--- config.mk ---
export PLATFORM = sky130hd
export DESIGN_NAME = crc32_framed_request_deframer
export DESIGN_NICKNAME = d
export VERILOG_FILES = /design/src/rtl/core/dfr_pkg.sv /design/src/rtl/core/crc32_framed_request_deframer.sv /design/src/rtl/core/dfr_parser.sv /design/src/rtl/core/dfr_verdict.sv
export SDC_FILE = /design/constraint.sdc
export NUM_CORES = 1
export LEC_CHECK = 0
export BUFFER_PORTS_ARGS = -buffer_cell sky130_fd_sc_hd__buf_2
export CORE_UTILIZATION = 48
export DETAILED_ROUTE_END_ITERATION = 7
export GPL_TIMING_DRIVEN = 0
export HOLD_SLACK_MARGIN = 0.12
export MAX_ROUTING_LAYER = met4
export PLACE_DENSITY = 0.69
export SLEW_MARGIN = 5
export SYNTH_ARGS = -nofsm -noshare
export SYNTH_HDL_FRONTEND = slang
export SYNTH_HIERARCHICAL = 1
export SYNTH_SLANG_ARGS = --single-unit
--- constraint.sdc ---
create_clock -name i_clk -period 6.4 [get_ports i_clk]
set_input_delay 1.28 -clock i_clk [delete_from_list [all_inputs] [get_ports i_clk]]
set_output_delay 1.28 -clock i_clk [all_outputs]
set_load 0.01 [all_outputs]
--- src/rtl/core/dfr_pkg.sv ---
// shared types, constants and the byte-wide crc update for the frame deframer
package dfr_pkg;

    localparam int unsigned HDR_DEPTH = 7;

    localparam logic [31:0] CRC_POLY  = 32'hEDB8_8320;
    localparam logic [31:0] CRC_ONES  = 32'hFFFF_FFFF;
    localparam logic [15:0] MIN_FRAME = 16'd7;
    localparam logic [15:0] LEN_OVERHEAD = 16'd6;
    localparam logic [16:0] CRC_BYTES = 17'd4;
    localparam logic [16:0] FULL_HDR  = 17'd7;
    localparam logic [15:0] MIN_FETCH = 16'd2;
    localparam logic [15:0] HDR_START = 16'd2;

    // command letters
    localparam logic [7:0] CMD_A = 8'h41;
    localparam logic [7:0] CMD_F = 8'h66;
    localparam logic [7:0] CMD_R = 8'h72;
    localparam logic [7:0] CMD_W = 8'h77;

    // reply flag bytes
    localparam logic [7:0] FLAG_CRC_BAD   = 8'h82;
    localparam logic [7:0] FLAG_BAD_CMD   = 8'h83;
    localparam logic [7:0] FLAG_ZERO_SIZE = 8'h84;
    localparam logic [7:0] FLAG_UNDERRUN  = 8'h80;
    localparam logic [7:0] FLAG_OK_A      = 8'h01;
    localparam logic [7:0] FLAG_OK_FW     = 8'h00;
    localparam logic [7:0] FLAG_OK_R      = 8'h02;

    typedef enum logic [1:0] {
        PH_LEN_HI,
        PH_LEN_LO,
        PH_PAYLOAD,
        PH_CRC
    } t_phase;

    typedef enum logic [2:0] {
        OUT_ACCEPT    = 3'd0,
        OUT_CRC_BAD   = 3'd1,
        OUT_BAD_CMD   = 3'd2,
        OUT_ZERO_SIZE = 3'd3,
        OUT_UNDERRUN  = 3'd4
    } t_outcome;

    // frame status handed from the parser to the verdict stage
    typedef struct packed {
        logic                           done;
        logic [31:0]                    crc_calc;
        logic [31:0]                    crc_rx;
        logic [HDR_DEPTH-1:0][7:0]      hdr;
        logic [15:0]                    frame_len;
    } t_frame_info;

    // reflected crc-32, one byte, eight bit steps
    function automatic logic [31:0] crc_byte(input logic [31:0] crc, input logic [7:0] b);
        logic [31:0] c;
        c = crc ^ {24'd0, b};
        for (int k = 0; k < 8; k++) begin
            c = c[0] ? ((c >> 1) ^ CRC_POLY) : (c >> 1);
        end
        return c;
    endfunction

endpackage

--- src/rtl/core/crc32_framed_request_deframer.sv ---
// top level of the crc-32 framed request deframer
// the verdict for a frame is loaded into the result register when its last crc byte moves on
//   from the input register, and no result is given for any other byte
// throughput: one byte per cycle, with the crc and header updated combinationally in the parser;
//   only a frame's last byte waits in the input register while an earlier verdict is unread
// reset: synchronous active-low i_rst_n; the parser waits for a first length byte, no result
module crc32_framed_request_deframer (
    input  logic        i_clk,
    input  logic        i_rst_n,
    input  logic        i_rx_valid,
    output logic        o_rx_ready,
    input  logic [7:0]  i_rx_byte,
    output logic        o_res_valid,
    input  logic        i_res_ready,
    output logic [2:0]  o_outcome,
    output logic [7:0]  o_response_flag,
    output logic [7:0]  o_command_char,
    output logic [7:0]  o_can_id,
    output logic [7:0]  o_table_id,
    output logic [15:0] o_table_offset,
    output logic [15:0] o_transfer_size,
    output logic [15:0] o_payload_length
);
    import dfr_pkg::*;

    logic        r_in_vld;
    logic [7:0]  r_in_byte;
    logic        out_free;
    logic        advance;
    t_frame_info info;

    // the held byte moves on unless it closes a frame while the result slot is still full
    assign out_free   = !o_res_valid || i_res_ready;
    assign advance    = r_in_vld && (out_free || !info.done);
    assign o_rx_ready = !r_in_vld || advance;

    // input register
    always_ff @(posedge i_clk) begin
        if (!i_rst_n) begin
            r_in_vld <= 1'b0;
        end else if (o_rx_ready) begin
            r_in_vld <= i_rx_valid;
        end
    end

    always_ff @(posedge i_clk) begin
        if (i_rx_valid && o_rx_ready) begin
            r_in_byte <= i_rx_byte;
        end
    end

    dfr_parser u_parser (
        .i_clk     (i_clk),
        .i_rst_n   (i_rst_n),
        .i_advance (advance),
        .i_byte    (r_in_byte),
        .o_info    (info)
    );

    dfr_verdict u_verdict (
        .i_clk            (i_clk),
        .i_rst_n          (i_rst_n),
        .i_advance        (advance),
        .i_info           (info),
        .i_res_ready      (i_res_ready),
        .o_res_valid      (o_res_valid),
        .o_outcome        (o_outcome),
        .o_response_flag  (o_response_flag),
        .o_command_char   (o_command_char),
        .o_can_id         (o_can_id),
        .o_table_id       (o_table_id),
        .o_table_offset   (o_table_offset),
        .o_transfer_size  (o_transfer_size),
        .o_payload_length (o_payload_length)
    );

endmodule

--- src/rtl/core/dfr_parser.sv ---
// frame parser: length fields, payload crc, header capture and crc byte collection
module dfr_parser (
    input  logic               i_clk,
    input  logic               i_rst_n,
    input  logic               i_advance,
    input  logic [7:0]         i_byte,
    output dfr_pkg::t_frame_info o_info
);
    import dfr_pkg::*;

    t_phase                    r_phase, n_phase;
    logic [7:0]                r_first_len, n_first_len;
    logic [15:0]               r_frame_len, n_frame_len;
    logic [15:0]               r_bytes_seen, n_bytes_seen;
    logic [31:0]               r_run_crc, n_run_crc;
    logic [31:0]               r_rx_crc, n_rx_crc;
    logic [HDR_DEPTH-1:0][7:0] r_hdr, n_hdr;

    logic [15:0] len_word;
    logic        len_ok;
    logic [15:0] seen_inc;
    logic        payload_end;
    logic        frame_end;

    assign len_word    = {r_first_len, i_byte};
    assign len_ok      = len_word >= MIN_FRAME;
    assign seen_inc    = r_bytes_seen + 16'd1;
    assign payload_end = ({1'b0, seen_inc} + CRC_BYTES) >= {1'b0, r_frame_len};
    assign frame_end   = (r_phase == PH_CRC) && (seen_inc >= r_frame_len);

    // next phase
    always_comb begin
        unique case (r_phase)
            PH_LEN_HI:  n_phase = PH_LEN_LO;
            PH_LEN_LO:  n_phase = len_ok ? PH_PAYLOAD : PH_LEN_LO;
            PH_PAYLOAD: n_phase = payload_end ? PH_CRC : PH_PAYLOAD;
            PH_CRC:     n_phase = frame_end ? PH_LEN_HI : PH_CRC;
        endcase
    end

    // datapath next values per phase
    always_comb begin
        n_first_len  = r_first_len;
        n_frame_len  = r_frame_len;
        n_bytes_seen = r_bytes_seen;
        n_run_crc    = r_run_crc;
        n_rx_crc     = r_rx_crc;
        n_hdr        = r_hdr;
        unique case (r_phase)
            PH_LEN_HI: begin
                n_first_len = i_byte;
            end
            PH_LEN_LO: begin
                if (len_ok) begin
                    n_frame_len  = len_word;
                    n_bytes_seen = HDR_START;
                    n_run_crc    = CRC_ONES;
                    n_rx_crc     = 32'd0;
                    n_hdr        = '0;
                end else begin
                    n_first_len = i_byte;
                end
            end
            PH_PAYLOAD: begin
                for (int k = 0; k < HDR_DEPTH; k++) begin
                    if (r_bytes_seen == HDR_START + 16'(k)) begin
                        n_hdr[k] = i_byte;
                    end
                end
                n_run_crc    = crc_byte(r_run_crc, i_byte);
                n_bytes_seen = seen_inc;
            end
            PH_CRC: begin
                n_rx_crc     = {r_rx_crc[23:0], i_byte};
                n_bytes_seen = seen_inc;
            end
        endcase
    end

    // control state
    always_ff @(posedge i_clk) begin
        if (!i_rst_n) begin
            r_phase      <= PH_LEN_HI;
            r_bytes_seen <= '0;
            r_frame_len  <= '0;
        end else if (i_advance) begin
            r_phase      <= n_phase;
            r_bytes_seen <= n_bytes_seen;
            r_frame_len  <= n_frame_len;
        end
    end

    // payload state
    always_ff @(posedge i_clk) begin
        if (i_advance) begin
            r_first_len <= n_first_len;
            r_run_crc   <= n_run_crc;
            r_rx_crc    <= n_rx_crc;
            r_hdr       <= n_hdr;
        end
    end

    // status for the verdict stage, valid with the current byte
    always_comb begin
        o_info.done      = frame_end;
        o_info.crc_calc  = r_run_crc ^ CRC_ONES;
        o_info.crc_rx    = n_rx_crc;
        o_info.hdr       = r_hdr;
        o_info.frame_len = r_frame_len;
    end

endmodule

--- src/rtl/core/dfr_verdict.sv ---
// request decode and the result register
module dfr_verdict (
    input  logic                 i_clk,
    input  logic                 i_rst_n,
    input  logic                 i_advance,
    input  dfr_pkg::t_frame_info i_info,
    input  logic                 i_res_ready,
    output logic                 o_res_valid,
    output logic [2:0]           o_outcome,
    output logic [7:0]           o_response_flag,
    output logic [7:0]           o_command_char,
    output logic [7:0]           o_can_id,
    output logic [7:0]           o_table_id,
    output logic [15:0]          o_table_offset,
    output logic [15:0]          o_transfer_size,
    output logic [15:0]          o_payload_length
);
    import dfr_pkg::*;

    logic        r_valid;
    t_outcome    r_outcome, n_outcome;
    logic [7:0]  r_flag, n_flag;
    logic [7:0]  r_cmd, r_can, r_tab;
    logic [15:0] r_ofs, r_size, r_plen;

    logic [7:0]  cmd;
    logic [15:0] size;
    logic [15:0] plen;
    logic        short_hdr;

    assign cmd       = i_info.hdr[0];
    assign size      = {i_info.hdr[5], i_info.hdr[6]};
    assign plen      = i_info.frame_len - LEN_OVERHEAD;
    assign short_hdr = {1'b0, plen} < FULL_HDR;

    // decode, crc check first
    always_comb begin
        n_outcome = OUT_ACCEPT;
        n_flag    = FLAG_OK_FW;
        priority if (i_info.crc_calc != i_info.crc_rx) begin
            n_outcome = OUT_CRC_BAD;
            n_flag    = FLAG_CRC_BAD;
        end else if (cmd == CMD_A) begin
            n_outcome = OUT_ACCEPT;
            n_flag    = FLAG_OK_A;
        end else if (cmd == CMD_F) begin
            if (plen < MIN_FETCH) begin
                n_outcome = OUT_BAD_CMD;
                n_flag    = FLAG_BAD_CMD;
            end
        end else if (cmd == CMD_R) begin
            if (short_hdr) begin
                n_outcome = OUT_BAD_CMD;
                n_flag    = FLAG_BAD_CMD;
            end else if (size == 16'd0) begin
                n_outcome = OUT_ZERO_SIZE;
                n_flag    = FLAG_ZERO_SIZE;
            end else begin
                n_flag    = FLAG_OK_R;
            end
        end else if (cmd == CMD_W) begin
            if (short_hdr) begin
                n_outcome = OUT_BAD_CMD;
                n_flag    = FLAG_BAD_CMD;
            end else if ({1'b0, plen} < FULL_HDR + {1'b0, size}) begin
                n_outcome = OUT_UNDERRUN;
                n_flag    = FLAG_UNDERRUN;
            end
        end else begin
            n_outcome = OUT_BAD_CMD;
            n_flag    = FLAG_BAD_CMD;
        end
    end

    // result valid
    always_ff @(posedge i_clk) begin
        if (!i_rst_n) begin
            r_valid <= 1'b0;
        end else if (i_advance && i_info.done) begin
            r_valid <= 1'b1;
        end else if (i_res_ready) begin
            r_valid <= 1'b0;
        end
    end

    // result payload
    always_ff @(posedge i_clk) begin
        if (i_advance && i_info.done) begin
            r_outcome <= n_outcome;
            r_flag    <= n_flag;
            r_cmd     <= cmd;
            r_can     <= i_info.hdr[1];
            r_tab     <= i_info.hdr[2];
            r_ofs     <= {i_info.hdr[3], i_info.hdr[4]};
            r_size    <= size;
            r_plen    <= plen;
        end
    end

    assign o_res_valid      = r_valid;
    assign o_outcome        = r_outcome;
    assign o_response_flag  = r_flag;
    assign o_command_char   = r_cmd;
    assign o_can_id         = r_can;
    assign o_table_id       = r_tab;
    assign o_table_offset   = r_ofs;
    assign o_transfer_size  = r_size;
    assign o_payload_length = r_plen;

endmodule

==> metrics.md <==
| Metric | Value |
|---|---|
| Largest net degree at the start of global routing | between 70 and 80 |
| Hold Slack | 0.414 ns |
| Starting Density | 0.487 |
| Clock Tree Root | clkbuf_16 |
| Yosys top cell by area | edfxtp_1 |
| Reg-to-reg slack, setup | 0.46 ns |
| Synthesis warning total | 6 |
| Mapped Area | 0.0127 sq mm |
| Combinational Power Share | 0.122 |
| Vias in the first global route | just under 8000 |
| Cells after synthesis | 1044 |
| First-pass DRT Iterations | 5 |
| Yosys top cell area share | 0.510 |
| Fillers | roughly 2200 |
| Total gr overflow | 0 |
| ANT nets after route | 0 |
| Area contributors post-synth | edfxtp_1 51%, dfxtp_1 5.7%, xnor2_1 5.7% |
| CP arrival | 6.11 ns |
| Register share of total power | 0.492 |
| Worst hold start | u_parser/o_info[26] |
| Period minus WS final | 5.94 ns |
| Clock Tree Buf Depth | 3 |
| Post-synthesis cell type count | 74 |
| CTS tree | done |
| CP Launch Type | flop |
| Ports | 97 |
| Pwr dens | roughly 260 mW/mm^2 |
| WL/cell | ~19 um |
| Worst R2R End | u_parser/o_info[18] |
| Sw frac | 0.243 |
| Status | finished clean |
| Max Cap Violations | 0 |
| RSZ-0062 raised after global routing | no |
| Total core area | 0.0260 sq mm |
| Clock power frac | 0.386 |
| Hold/Removal Path Class | reg2reg |
| Routability cong. | 0.866 |
| Worst slew pin tran | 0.803 ns |
| RR Startpoint | u_parser/r_bytes_seen[1] |
| Clock sink count | 251 |
| GRT Total Usage | 0.217 |
| Fin. max-slew vios | 0 |
| WL final | 28200 um |
| Number of port buffers | 92 |
| Drc violations | 0 |
| Clock slew at reported path FFs | 0.06 ns |
| Initial antenna violation count | 0 |
| Via count | 8359 |
| Row Count | 59 |
| H-tree Lvls | 1 |
| First-pass GRT wire length | roughly 44000 um |
| CTS hold repair buffers | 0 |
| Leading cell types by count after synthesis | 215 x edfxtp_1, 103 x nand2_1, 82 x xnor2_1 |
| Setup TNS | 0 ns |
| Final worst setup slack | 0.461 ns |
| Clock Skew | approximately 0.019 ns |
| Hold path depth | 0 |
| Required @ worst endpoint | 6.57 ns |
| Die height | 164 um |
| Antenna Cells | 0 |
| CTS Buf Count | 25 |
| Die area | 0.0270 sq mm |
| FMAX | 0.168 GHz |
| Worst relative slew slack | 0.465 |
| Number of synthesized flops with an enable pin | 215 |
| Pre-CTS WS | -0.0512 ns |
| WS Path Type | reg2reg |
| Internal | 0.00287 W |
| Critical Path End Type | flop |
| Worst-skew pair later-pin latency | approximately 0.54 ns |
| Pleak | 5.52 nW |
| Reg2reg path depth | 20 |
| VDD IR-drop max | 0.241 mV |
| Asr flop ratio synth | 0 |
| Synthesis-to-layout area growth | 14.1% |
| Postcts setup bufs | 0 |
| Crit-path max FO | 34 |
| Power, Total | 0.00380 W |
| Dominant synthesized flop cell | edfxtp_1 |
| Share of cells above drive strength 1 | 0.165 |
| Mean Syn Cell Area | 12.1 sq um |
| Die W | 164 um |
| Initial DRC count | 721 |
| Endpoints failing setup | 0 |
| Post-synthesis sequential area ratio | 0.567 |
| Final net count | 1231 |
| Net Sw Power | 0.000924 W |
| Detailed placer's ending HPWL | 20900 um |
| Top-count cell post-synth | edfxtp_1 |
| Hold Vio Cnt, Final | 0 |
| CTS resizes | 2 |
| Hold Path Sink | u_verdict/o_can_id[2] |
| Tcrit/Tclk final | 0.928 |
| #FFs+latches synth | between 200 and 300 |
| DR vias/cell | about 5.5 |
==> area by class of cell <==
class                   count  area [sq um]  share of cell area
multi-input cells         686          5080               0.351
inverters                  66           248              0.0171
flip-flops and latches    251          7180               0.497
clock buffers              31           648              0.0449
well taps                 335           419              0.0290
repair buffers             93           488              0.0338
clock inverters            15           181              0.0126
plain buffers              44           211              0.0146
==> flip-flops by register name, summed over array words and instances (netlist names) <==
signal / flops
u_parser/r_bytes_seen: 16
u_parser/o_info: 56
u_parser/r_run_crc: 32
u_verdict/o_table_offset: 16
u_parser/r_phase: 2
r_in_vld: 1
u_verdict/o_payload_length: 16
u_verdict/o_outcome: 3
u_verdict/o_response_flag: 4
u_verdict/o_table_id: 8
r_in_byte: 8
u_parser/r_first_len: 8
u_verdict/o_transfer_size: 16
u_verdict/o_can_id: 8
u_parser/r_frame_len: 16
u_verdict/o_command_char: 8
u_parser/r_rx_crc: 32
u_verdict/o_res_valid: 1
==> metal layers <==
metal / vias to the layer above / GRT usage / share of wire
met2: 303 / 0.349 / 0.47
met3: 36 / 0.0271 / 0.064
met1: 4030 / 0.297 / 0.45
met5: - / - / 0
li1: 3990 / - / -
met4: 0 / 0.0446 / 0.018
==> logic make-up after synthesis <==
kind of cell    share of synthesized area
xor+xnor                            0.122
flops                               0.567
compound gates                     0.0891
other cells                      0.000296
buf+inv                            0.0363
fa+ha+maj                          0.0514
simple gates                        0.134
==> placed cells by master, fill, tap and decap left out, types with 7 or more instances in the layout <==
cell	count
a21boi_0	23
a21oi_1	27
a22o_1	32
a31oi_1	7
and2_1	20
buf_2	105
clkbuf_1	29
clkbuf_16	25
dfxtp_1	36
edfxtp_1	215
ha_1	52
inv_1	68
nand2_1	103
nand2b_1	9
nand3_1	28
nand4_1	13
nor2_1	41
nor2b_1	9
nor3_1	16
nor4_1	22
o21ai_0	26
xnor2_1	82
xnor2_2	8
xor2_1	61
==> critical path: stages (launching register included) <==
cell and delay (ns):
dfxtp_1 0.52, ha_1 0.22, buf_2 0.24, nand2_1 0.14, nor2_2 0.23, nand3_1 0.12, xor2_1 0.49, inv_1 0.10
ha_1 0.31, nand4_1 0.13, nor2_1 0.06, o2111ai_1 0.10, a21oi_1 0.07, a2111oi_2 0.69, nor2b_1 0.10, buf_4 0.18
nand2_1 0.08, o21a_4 0.43, clkbuf_1 0.38, o21ai_1 0.30, nor2_1 0.65
==> worst max-delay path by stage <==
stage	endpoint	cells past startpoint	slack, ns	start
after floorplan	u_verdict/o_can_id[0]	18	0.10	u_parser/r_bytes_seen[0]
after global placement	u_verdict/o_table_offset[6]	18	-2.10	u_parser/r_bytes_seen[1]
after detailed placement	u_parser/o_info[65]	20	-0.05	u_parser/r_bytes_seen[1]
after CTS	u_parser/o_info[65]	20	0.19	u_parser/r_bytes_seen[1]
after global routing	u_parser/o_info[18]	20	0.006	u_parser/r_bytes_seen[1]
final	u_parser/o_info[18]	20	0.46	u_parser/r_bytes_seen[1]
==> metrics by stage <==
stage | util | instances | instance area, sq um
4_1_cts | 0.555 | 1521 | 14400
2_1_floorplan | - | 1047 | 12700
6_report | 0.556 | 1521 | 14500
3_5_place_dp | 0.523 | 1475 | 13600
3_3_place_gp | 0.522 | 1474 | 13600
5_1_grt | 0.556 | 1521 | 14500
==> power groups by stage <==
stage	logic, W	registers, W	clock network (W)
finish	0.000464	0.00187	0.00146
global placement	0.000447	0.00190	0
floorplan	0.000357	0.00188	0
detailed placement	0.000458	0.00190	0
global route	0.000515	0.00187	0.00155
CTS	0.000463	0.00187	0.00149
Note: power is estimated with default switching activity, not from simulation.
